File: src/design/crfdt_pkg.sv
// package: types, constants and codes of the rectangle fill engine
`default_nettype none

package crfdt_pkg;

  localparam int MAX_WIDTH   = 256;
  localparam int MAX_HEIGHT  = 256;
  localparam int DIRTY_SLOTS = 16;

  localparam int PIX_AW   = $clog2(MAX_WIDTH * MAX_HEIGHT);
  localparam int DIRTY_AW = 4;
  localparam int USED_W   = 5;
  localparam int DIM_W    = 9;
  localparam int COORD_W  = 8;
  localparam int POS_W    = 16;
  localparam int PIX_W    = 32;
  localparam int CMD_W    = 3;
  localparam int CFG_AW   = 1;

  typedef enum logic [CMD_W-1:0] {
    CMD_FILL       = 3'd0,
    CMD_SET        = 3'd1,
    CMD_READ_PIX   = 3'd2,
    CMD_READ_DIRTY = 3'd3,
    CMD_CLEAR      = 3'd4
  } cmd_e;

  typedef enum logic [CFG_AW-1:0] {
    CFG_FRAME_WIDTH  = 1'b0,
    CFG_FRAME_HEIGHT = 1'b1
  } cfg_idx_e;

  typedef enum logic [2:0] {
    ST_IDLE,
    ST_DECODE,
    ST_ACCESS,
    ST_FILL,
    ST_DONE
  } state_e;

  typedef struct packed {
    logic [CMD_W-1:0]    command;
    logic [POS_W-1:0]    pos_x;
    logic [POS_W-1:0]    pos_y;
    logic [POS_W-1:0]    rect_width;
    logic [POS_W-1:0]    rect_height;
    logic [PIX_W-1:0]    colour;
    logic [DIRTY_AW-1:0] dirty_index;
  } in_t;

  typedef struct packed {
    logic               ok;
    logic [PIX_W-1:0]   pixel_value;
    logic [COORD_W-1:0] dirty_x;
    logic [COORD_W-1:0] dirty_y;
    logic [DIM_W-1:0]   dirty_w;
    logic [DIM_W-1:0]   dirty_h;
    logic [USED_W-1:0]  dirty_total;
  } out_t;

  typedef struct packed {
    logic [COORD_W-1:0] x;
    logic [COORD_W-1:0] y;
    logic [DIM_W-1:0]   w;
    logic [DIM_W-1:0]   h;
  } dirty_ent_t;

  typedef struct packed {
    logic              we;
    logic              re;
    logic [PIX_AW-1:0] addr;
    logic [PIX_W-1:0]  wdata;
  } pix_req_t;

  typedef struct packed {
    logic                we;
    logic                re;
    logic [DIRTY_AW-1:0] waddr;
    logic [DIRTY_AW-1:0] raddr;
    dirty_ent_t          wdata;
  } dirty_req_t;

endpackage

`default_nettype wire

File: src/design/crfdt_dirty_store.sv
// dirty rectangle list: synchronous memory with one write and one read port
`default_nettype none

module crfdt_dirty_store (
  input  wire logic                  clk_i,
  input  wire crfdt_pkg::dirty_req_t req_i,
  output crfdt_pkg::dirty_ent_t      rdata_o
);
  import crfdt_pkg::*;

  dirty_ent_t mem [DIRTY_SLOTS];
  dirty_ent_t rdata_q;

  always_ff @(posedge clk_i) begin
    if (req_i.we) begin
      mem[req_i.waddr] <= req_i.wdata;
    end
    if (req_i.re) begin
      rdata_q <= mem[req_i.raddr];
    end
  end

  assign rdata_o = rdata_q;

endmodule

`default_nettype wire

File: config.mk
export PLATFORM = sky130hd
export DESIGN_NAME = crfdt_dirty_store
export DESIGN_NICKNAME = d
export VERILOG_FILES = /design/src/design/crfdt_pkg.sv /design/src/design/crfdt_dirty_store.sv
export SDC_FILE = /design/constraint.sdc
export NUM_CORES = 1
export LEC_CHECK = 0
export ABC_AREA = 1
export BUFFER_PORTS_ARGS = -buffer_cell sky130_fd_sc_hd__buf_2
export CAP_MARGIN = 20
export CORE_ASPECT_RATIO = 1.2
export CORE_MARGIN = 2
export CORE_UTILIZATION = 40
export CTS_CLUSTER_DIAMETER = 60
export DETAILED_ROUTE_END_ITERATION = 16
export GPL_ROUTABILITY_DRIVEN = 0
export SLEW_MARGIN = 10
export SYNTH_ARGS = -nofsm -noshare
export SYNTH_HDL_FRONTEND = slang
export SYNTH_SLANG_ARGS = --single-unit
File: constraint.sdc
create_clock -name clk_i -period 3.75 [get_ports clk_i]
set_input_delay 0.1875 -clock clk_i [delete_from_list [all_inputs] [get_ports clk_i]]
set_output_delay 0.1875 -clock clk_i [all_outputs]
set_load 0.02 [all_outputs]
==> flow_metrics.tcl, run 1 <==
set metrics [dict create \
    outcome "finished, final reports clean" \
    syn_area_per_cell_um2 10.8 \
    numCtsBuffers 54 \
    cts.clk_slew.worst_paths_ps 60 \
    floorplan.rows 98 \
    synth-seq-area-share_pct 71.5 \
    drt-total-wl_mm 59.4 \
    fin_crit_share_pct 48.2 \
    power_per_cell_area_nw_per_um2 488 \
    irDropWorstVdd_uv 356 \
    detailedPlace.worstSlack_ps 1370 \
    path_max_fanout 90 \
    startpoint_type "primary input" \
    period_needed_ps 1810 \
    synthToLayoutAreaGrowth_pct 13.9 \
    fin_worst_skew_ps 15.5 \
    cts_resized 0 \
    maxCapViolations 0 \
    insertion_delay_ps 590 \
    ioPinCount 79 \
    first_iter_violations 1663 \
    die-area_um2 62700 \
    starting_density_of_the_core_pct 40.6 \
    numPlacedInstances 3055 \
    final_count_of_hold_timing_violations 0 \
    worstMarginPinSlew_ps 1150 \
    clock-root-buffer "sky130_fd_sc_hd__clkbuf_16" \
    fill_cells 5498 \
    synthesis.yosys.warnings 0 \
    antenna_found_initial 3 \
    vias 15800 \
    leak_pwr_nw 11.6 \
    rr_startpoint "mem[15][30]$_DFFE_PP_" \
    drt_pass1_iterations 6 \
    setup_slack_ps 1940 \
    totalNegativeSetupSlack_ps 0 \
    core-area_um2 59800 \
    number_of_synthesized_register_bits 578 \
    critPathArrivalTime_ps 2140 \
    global_route.overflow_total 0 \
    first_global_vias 15000 \
    die-height_um 274 \
    final_cell_count_no_fill 3186 \
    rsz0062_at_grt "no" \
    mostFrequentLayoutCells "sky130_fd_sc_hd__nand2_1 (719), sky130_fd_sc_hd__edfxtp_1 (578), sky130_fd_sc_hd__inv_1 (410), sky130_fd_sc_hd__nand3_1 (409), sky130_fd_sc_hd__buf_2 (76)" \
    grt_first_pass_wirelength_mm 90.0 \
    clockBufferDepth 3 \
    syn-instance-count 2250 \
    max_freq_mhz 553 \
    final_layout_size_suffix_gt1_share_pct 8.64 \
    yosys.cell_types.count 13 \
    portBuffers 78 \
    hold_path_end "rdata_o[6]$_DFFE_PP_" \
    setup-violations-final 0 \
    syn-num-nets 2295 \
    ant_nets 0 \
    holdPathStages 4 \
    worst_ep_required_time_ps 4090 \
    grt_start_max_net_pins 137 \
    critPathCaptureType "flip-flop" \
    synthesis.area_um2 24300 \
    hold_start "req_i[37]" \
    final_common_cell "sky130_fd_sc_hd__nand2_1" \
    crit-reg2reg-capture "rdata_o[30]$_DFFE_PP_" \
    hold_class "primary input to flip-flop" \
    floorplan.die.width_um 229 \
    tritoncts "yes" \
    drc 0 \
    ctsHtreeMaxLevel 2 \
    reg2reg_slack_ps 2570 \
    vias_per_cell 4.96 \
    nets 2390 \
    relSlewSlack_pct 23.3 \
    grt_usage_pct 18.8 \
    detailedPlacementHpwl_mm 29.3 \
    timing_worst_setup_path_type "primary input to flip-flop" \
    detail_route.wl_per_cell_um 18.6 \
    final-max-slew-violation-count 0 \
    clkSinkCount 578 \
    worst_r2r_path_cells 6 \
]
==> kinds of logic (layout without fill, tap and decap cells) <==
logic type | count (synthesis) | after routing | share of synthesized area [%]
buffers and inverters | 525 | 660 | 8.65
DFF | 578 | 578 | 71.5
and+or+nand+nor | 1147 | 1147 | 19.9
other | 0 | 1 | 0
==> metrics by stage <==
step	total power [mW]	cell area, um^2	util (%)	hold WS [ps]
floorplan	7.96	24300	-	286
global route	13.9	27700	46.2	277
CTS	13.6	27700	46.2	243
global placement	8.28	25600	42.8	564
detailed placement	8.30	25600	42.8	572
finish	13.5	27700	46.2	247
==> timing repair <==
item                                   4_1_cts  5_1_grt
endpoints found under the hold margin      544        0
setup buffers                                0        0
hold buffers                                34        0
==> where the power goes <==
group	internal, mW	switching (mW)	total, mW
Combinational	0.246	0.624	0.869
Sequential	7.28	0.0419	7.32
Clock	3.02	2.28	5.30
Total	10.5	2.95	13.5
==> critical path, stage by stage <==
cell,delay (ps)
sky130_fd_sc_hd__clkbuf_8,520
sky130_fd_sc_hd__buf_4,820
sky130_fd_sc_hd__nand2_1,140
sky130_fd_sc_hd__nand3_1,120
sky130_fd_sc_hd__nand3_1,100
sky130_fd_sc_hd__nand3_1,100
sky130_fd_sc_hd__nand2_1,60
==> area by class of cell <==
cell class,instances,area (um^2),share of cell area [%]
inverters,414,1560,5.65
flip-flops and latches,578,17400,62.7
clock inverters,27,218,0.787
diodes,1,2.50,0.00905
repair buffers,150,1100,3.99
clock buffers,69,1470,5.32
well taps,800,1000,3.62
multi-input cells,1147,4940,17.9
==> layer usage <==
metal  vias up  share of wire, %  track usage [%]  routed length, um
li1       7473                 -                -                  -
met1      7683                45             26.3              26500
met2       514                46             30.7              27600
met3       115               6.0             2.22               3570
met4         4               2.9             6.60               1700
met5         -             0.037                0                 22
==> worst max-delay path by stage <==
stage / slack [ps] / from / end
2_1_floorplan: 1480 / req_i[40] / mem[10][0]$_DFFE_PP_
3_3_place_gp: 1370 / req_i[34] / rdata_o[17]$_DFFE_PP_
3_5_place_dp: 1370 / req_i[34] / rdata_o[20]$_DFFE_PP_
4_1_cts: 1980 / req_i[34] / rdata_o[24]$_DFFE_PP_
5_1_grt: 1760 / req_i[34] / rdata_o[17]$_DFFE_PP_
6_report: 1940 / req_i[34] / rdata_o[24]$_DFFE_PP_
==> registers in the layout (all words and copies together) (netlist names) <==
name	cells
mem	544
rdata_o	34
==> synthesized netlist by cell type, drive strengths merged <==
cell      n  area share (%)
nand2   719              11
edfxtp  578              71
inv     413             6.4
nand3   409             8.4
buf      91             1.9
clkbuf   20            0.31
nor2     17            0.26
nand3b    2           0.062
clkinv    1           0.015
Note: power is estimated with default switching activity, not from simulation.
==> run 2: changes to the inputs <==
- clock period: 3.75 -> 1.6 ns (I/O delays scaled with it)
==> flow_metrics.tcl, run 2 (synthesis results as in run 1) <==
set metrics [dict create \
    totalNegativeSetupSlack_ps 0 \
    maxCapViolations 0 \
    ioPinCount 79 \
    period_needed_ps 1350 \
    antenna_found_initial 1 \
    startpoint_type "flip-flop" \
    core-area_um2 59800 \
    clockBufferDepth 3 \
    first_global_vias 15600 \
    ctsHtreeMaxLevel 2 \
    crit_path_max_incr_delay_ps 480 \
    n_antenna_cell 0 \
    largest-register "mem" \
    postLayoutCoreUtil_pct 47.7 \
    vias 15800 \
    drc 0 \
    outcome "finished, final reports clean" \
    nets 2434 \
    fin_worst_skew_ps 17.4 \
    die-height_um 274 \
    critical-path-top-delay-family "flip-flops" \
    critPathArrivalTime_ps 1270 \
    post-layout-total-power_mw 31.5 \
    final_common_cell "sky130_fd_sc_hd__nand2_1" \
    timing_worst_setup_path_type "flip-flop to primary output" \
    register_area_um2 17400 \
    fill_cells 5418 \
    mostFrequentLayoutCells "sky130_fd_sc_hd__nand2_1 (719), sky130_fd_sc_hd__edfxtp_1 (578), sky130_fd_sc_hd__inv_1 (410), sky130_fd_sc_hd__nand3_1 (409), sky130_fd_sc_hd__buf_2 (76)" \
    power_per_cell_area_nw_per_um2 1100 \
    first_iter_violations 1304 \
    starting_density_of_the_core_pct 40.6 \
    setup-violations-final 0 \
    final_count_of_hold_timing_violations 0 \
    portBuffers 78 \
    setup_slack_ps 253 \
    drt_pass1_iterations 5 \
    die-area_um2 62700 \
    clock-root-buffer "sky130_fd_sc_hd__clkbuf_16" \
    worstMarginPinSlew_ps 469 \
    detailedPlacementHpwl_mm 34.8 \
    path_buf_inv 1 \
    rsz0062_at_grt "no" \
    clkSinkCount 578 \
    postLayoutCellArea_um2 28500 \
    hold_class "primary input to flip-flop" \
    grt_usage_pct 19.3 \
    ant_nets 0 \
    largest_register_ffs 544 \
    grt_start_max_net_pins 75 \
    grt_first_pass_wirelength_mm 92.2 \
    max_freq_mhz 743 \
    cts.clk_slew.worst_paths_ps 60 \
    leak_pwr_nw 12.0 \
    critical_path.cell_chain "buf_2" \
    global_route.overflow_total 0 \
    tritoncts "yes" \
    postCtsSetupRepairBufs 0 \
    floorplan.rows 98 \
    multiInputGateArea_um2 4940 \
    numCtsBuffers 54 \
    fin_crit_share_pct 84.2 \
    final-max-slew-violation-count 0 \
    critPathSlowestCell "sky130_fd_sc_hd__edfxtp_1" \
    critPathCaptureType "primary output" \
    numPlacedInstances 3098 \
    final_cell_count_no_fill 3228 \
    relSlewSlack_pct 68.6 \
    insertion_delay_ps 600 \
    irDropWorstVdd_uv 733 \
    placed_cell_area_um2 26600 \
    finalHoldWorstSlack_ps 126 \
    vias_per_cell 4.90 \
    floorplan.die.width_um 229 \
    path_max_fanout 1 \
    final_layout_size_suffix_gt1_share_pct 10.2 \
    synthToLayoutAreaGrowth_pct 17.6 \
    detail_route.wl_per_cell_um 18.6 \
    drt-total-wl_mm 59.9 \
    detailedPlace.worstSlack_ps 192 \
    worst_ep_required_time_ps 1520 \
]
run 2: layout make-up:
type,instances,share of cell area [%]
timing repair buffer,194,7.18
clock buffer,71,5.03
inverter,414,5.48
multi-input combinational,1147,17.3
tap,800,3.51
sequential,578,60.8
clock inverter,24,0.679
run 2: path summary, 6_finish.rpt:
path	from	end	slack, ps	cells past startpoint
hold / removal	req_i[35]	rdata_o[11]$_DFFE_PP_	130	6
setup / recovery	rdata_o[11]$_DFFE_PP_	rdata_o[11]	250	1
setup reg to reg	mem[0][8]$_DFFE_PP_	rdata_o[8]$_DFFE_PP_	470	6
hold reg to reg	mem[14][25]$_DFFE_PP_	rdata_o[25]$_DFFE_PP_	730	6
run 2: routing by layer:
layer	wire (um)	vias up	track usage [%]	share of wire (%)
met3	3700	134	3.36	6.2
met4	2500	2	8.29	4.2
met1	24900	7622	24.8	42
met5	13	-	0	0.022
li1	-	7569	-	-
met2	28800	489	32.5	48
run 2: timing repair:
action                                 CTS  global route
endpoints found under the hold margin  553             0
gates resized for setup                  0             0
hold buffers                            35             0
run 2: where the power goes:
part	leakage, nW	switching (mW)	internal [mW]
Combinational	5.92	1.51	0.734
Sequential	5.25	0.107	17.1
Clock	0.799	5.36	6.76
run 2: worst min-delay path: cells and delay by family:
family / cells / cell delay, ps
buf+inv: 2 / 200
simple gates: 4 / 270
==> run 3: changes to the inputs <==
- clock period: 1.6 -> 1.4 ns (I/O delays scaled with it)
==> flow_metrics.tcl, run 3 (synthesis results as in run 1) <==
set metrics [dict create \
    outcome "finished, final reports clean" \
    maxCapViolations 0 \
    first_iter_violations 1422 \
    path_max_fanout 1 \
    tritoncts "yes" \
    met3_track_usage_gr_pct 2.62 \
    critical-path-top-delay-family "flip-flops" \
    vias 16000 \
    total_switching_power_mw 8.29 \
    crit-reg2reg-capture "rdata_o[29]$_DFFE_PP_" \
    drt-total-wl_mm 60.4 \
    totalNegativeSetupSlack_ps 0 \
    numCtsBuffers 57 \
    irDropWorstVdd_uv 1050 \
    clockBufferDepth 3 \
    p_int_mw 28.2 \
    combPwrFrac_pct 7.1 \
    fin_worst_skew_ps 38.3 \
    largest_register_ffs 544 \
    final_layout_size_suffix_gt1_share_pct 10.8 \
    numPlacedInstances 3108 \
    floorplan.rows 98 \
    postLayoutCoreUtil_pct 47.9 \
    globalRouteMet1Util_pct 24.8 \
    power_per_cell_area_nw_per_um2 1270 \
    setup-violations-final 0 \
    critical_path.cell_chain "buf_2" \
    postCtsSetupRepairBufs 0 \
    drc 0 \
    switching_share_pct 22.7 \
    starting_density_of_the_core_pct 40.6 \
    drt_pass1_iterations 9 \
    critPathArrivalTime_ps 1290 \
    final-max-slew-violation-count 0 \
    reg2reg_slack_ps 250 \
    cts.clk_slew.worst_paths_ps 60 \
    max_freq_mhz 734 \
    timing.critical_path.depth 1 \
    critPathCapture "rdata_o[11]" \
    finalHoldWorstSlack_ps 66.0 \
    grt_first_pass_wirelength_mm 93.5 \
    rsz0062_at_grt "no" \
    startpoint_type "flip-flop" \
    final_cell_count_no_fill 3245 \
    portBuffers 78 \
    floorplan.die.width_um 229 \
    die-area_um2 62700 \
    path_buf_inv 1 \
    grt_start_max_net_pins 53 \
    vias_per_cell 4.92 \
    nets 2448 \
    n_antenna_cell 0 \
    synthToLayoutAreaGrowth_pct 18.1 \
    final_count_of_hold_timing_violations 0 \
    crit_path_max_incr_delay_ps 470 \
    clkSinkCount 578 \
    detail_route.wl_per_cell_um 18.6 \
    launching_element_of_the_worst_setup_path "rdata_o[11]$_DFFE_PP_" \
    relSlewSlack_pct 66.8 \
    ctsHtreeMaxLevel 2 \
    critPathSlowestCell "sky130_fd_sc_hd__edfxtp_1" \
    mostFrequentLayoutCells "sky130_fd_sc_hd__nand2_1 (719), sky130_fd_sc_hd__edfxtp_1 (578), sky130_fd_sc_hd__inv_1 (410), sky130_fd_sc_hd__nand3_1 (409), sky130_fd_sc_hd__buf_2 (75)" \
    largest-register "mem" \
    power.clock.fraction_pct 39.2 \
    antenna_found_initial 1 \
    clock-root-buffer "sky130_fd_sc_hd__clkbuf_16" \
    rr_startpoint "mem[0][29]$_DFFE_PP_" \
    fill_cells 5479 \
    post-layout-total-power_mw 36.5 \
    sequentialPowerShare_pct 53.7 \
    ant_nets 0 \
    period_needed_ps 1360 \
    core-area_um2 59800 \
    worstMarginPinSlew_ps 498 \
    final_common_cell "sky130_fd_sc_hd__nand2_1" \
    setup_slack_ps 37.4 \
    grt_usage_pct 19.5 \
    global_route.overflow_total 0 \
    fin_crit_share_pct 97.3 \
    critPathCaptureType "primary output" \
    first_global_vias 15900 \
    detailedPlacementHpwl_mm 34.7 \
    die-height_um 274 \
    worst_r2r_path_cells 6 \
    timing_worst_setup_path_type "flip-flop to primary output" \
    use_met2_pct 34.6 \
    ioPinCount 79 \
    placed_cell_area_um2 26600 \
    leak_pwr_nw 12.1 \
    postLayoutCellArea_um2 28700 \
    insertion_delay_ps 640 \
    worst_ep_required_time_ps 1330 \
    grt_busiest_layer "met2" \
    detailedPlace.worstSlack_ps -33.7 \
    hold_class "primary input to flip-flop" \
]
## run 3: power groups by stage
| stage | clock, mW | combinational [mW] | sequential [mW] |
|---|---|---|---|
| floorplan | 0 | 1.26 | 20.1 |
| global placement | 0 | 2.50 | 20.0 |
| detailed placement | 0 | 2.54 | 20.0 |
| CTS | 14.6 | 2.63 | 19.6 |
| global route | 15.2 | 2.88 | 19.6 |
| finish | 14.3 | 2.59 | 19.6 |
## run 3: worst min-delay path by stage
stage | cells past startpoint | start | slack, ps | end
global placement | 1 | req_i[12] | 450 | mem[14][12]$_DFFE_PP_
detailed placement | 1 | req_i[32] | 460 | mem[14][32]$_DFFE_PP_
finish | 4 | req_i[37] | 70 | rdata_o[25]$_DFFE_PP_
CTS | 4 | req_i[37] | 50 | rdata_o[25]$_DFFE_PP_
floorplan | 0 | req_i[0] | 170 | mem[0][0]$_DFFE_PP_
global route | 4 | req_i[37] | 70 | rdata_o[20]$_DFFE_PP_
## run 3: timing repair
item | CTS | global route
hold buffers | 36 | 0
endpoints found under the hold margin | 577 | 0
gates resized for setup | 0 | 0
## run 3: routing by layer
layer  vias to the layer above  part of all wire, %
li1                       7603                    -
met1                      7813                   42
met2                       438                   51
met3                        97                  5.1
met4                         2                  2.4
met5                         -                0.020
## run 3: area by class of cell
cell class / instances / area, um^2 / share of cell area [%]
clock inverter: 28 / 225 / 0.785
multi-input combinational: 1147 / 4940 / 17.2
inverter: 414 / 1560 / 5.45
timing repair buffer: 205 / 2100 / 7.32
clock buffer: 73 / 1490 / 5.18
tap: 800 / 1000 / 3.49
sequential: 578 / 17400 / 60.5
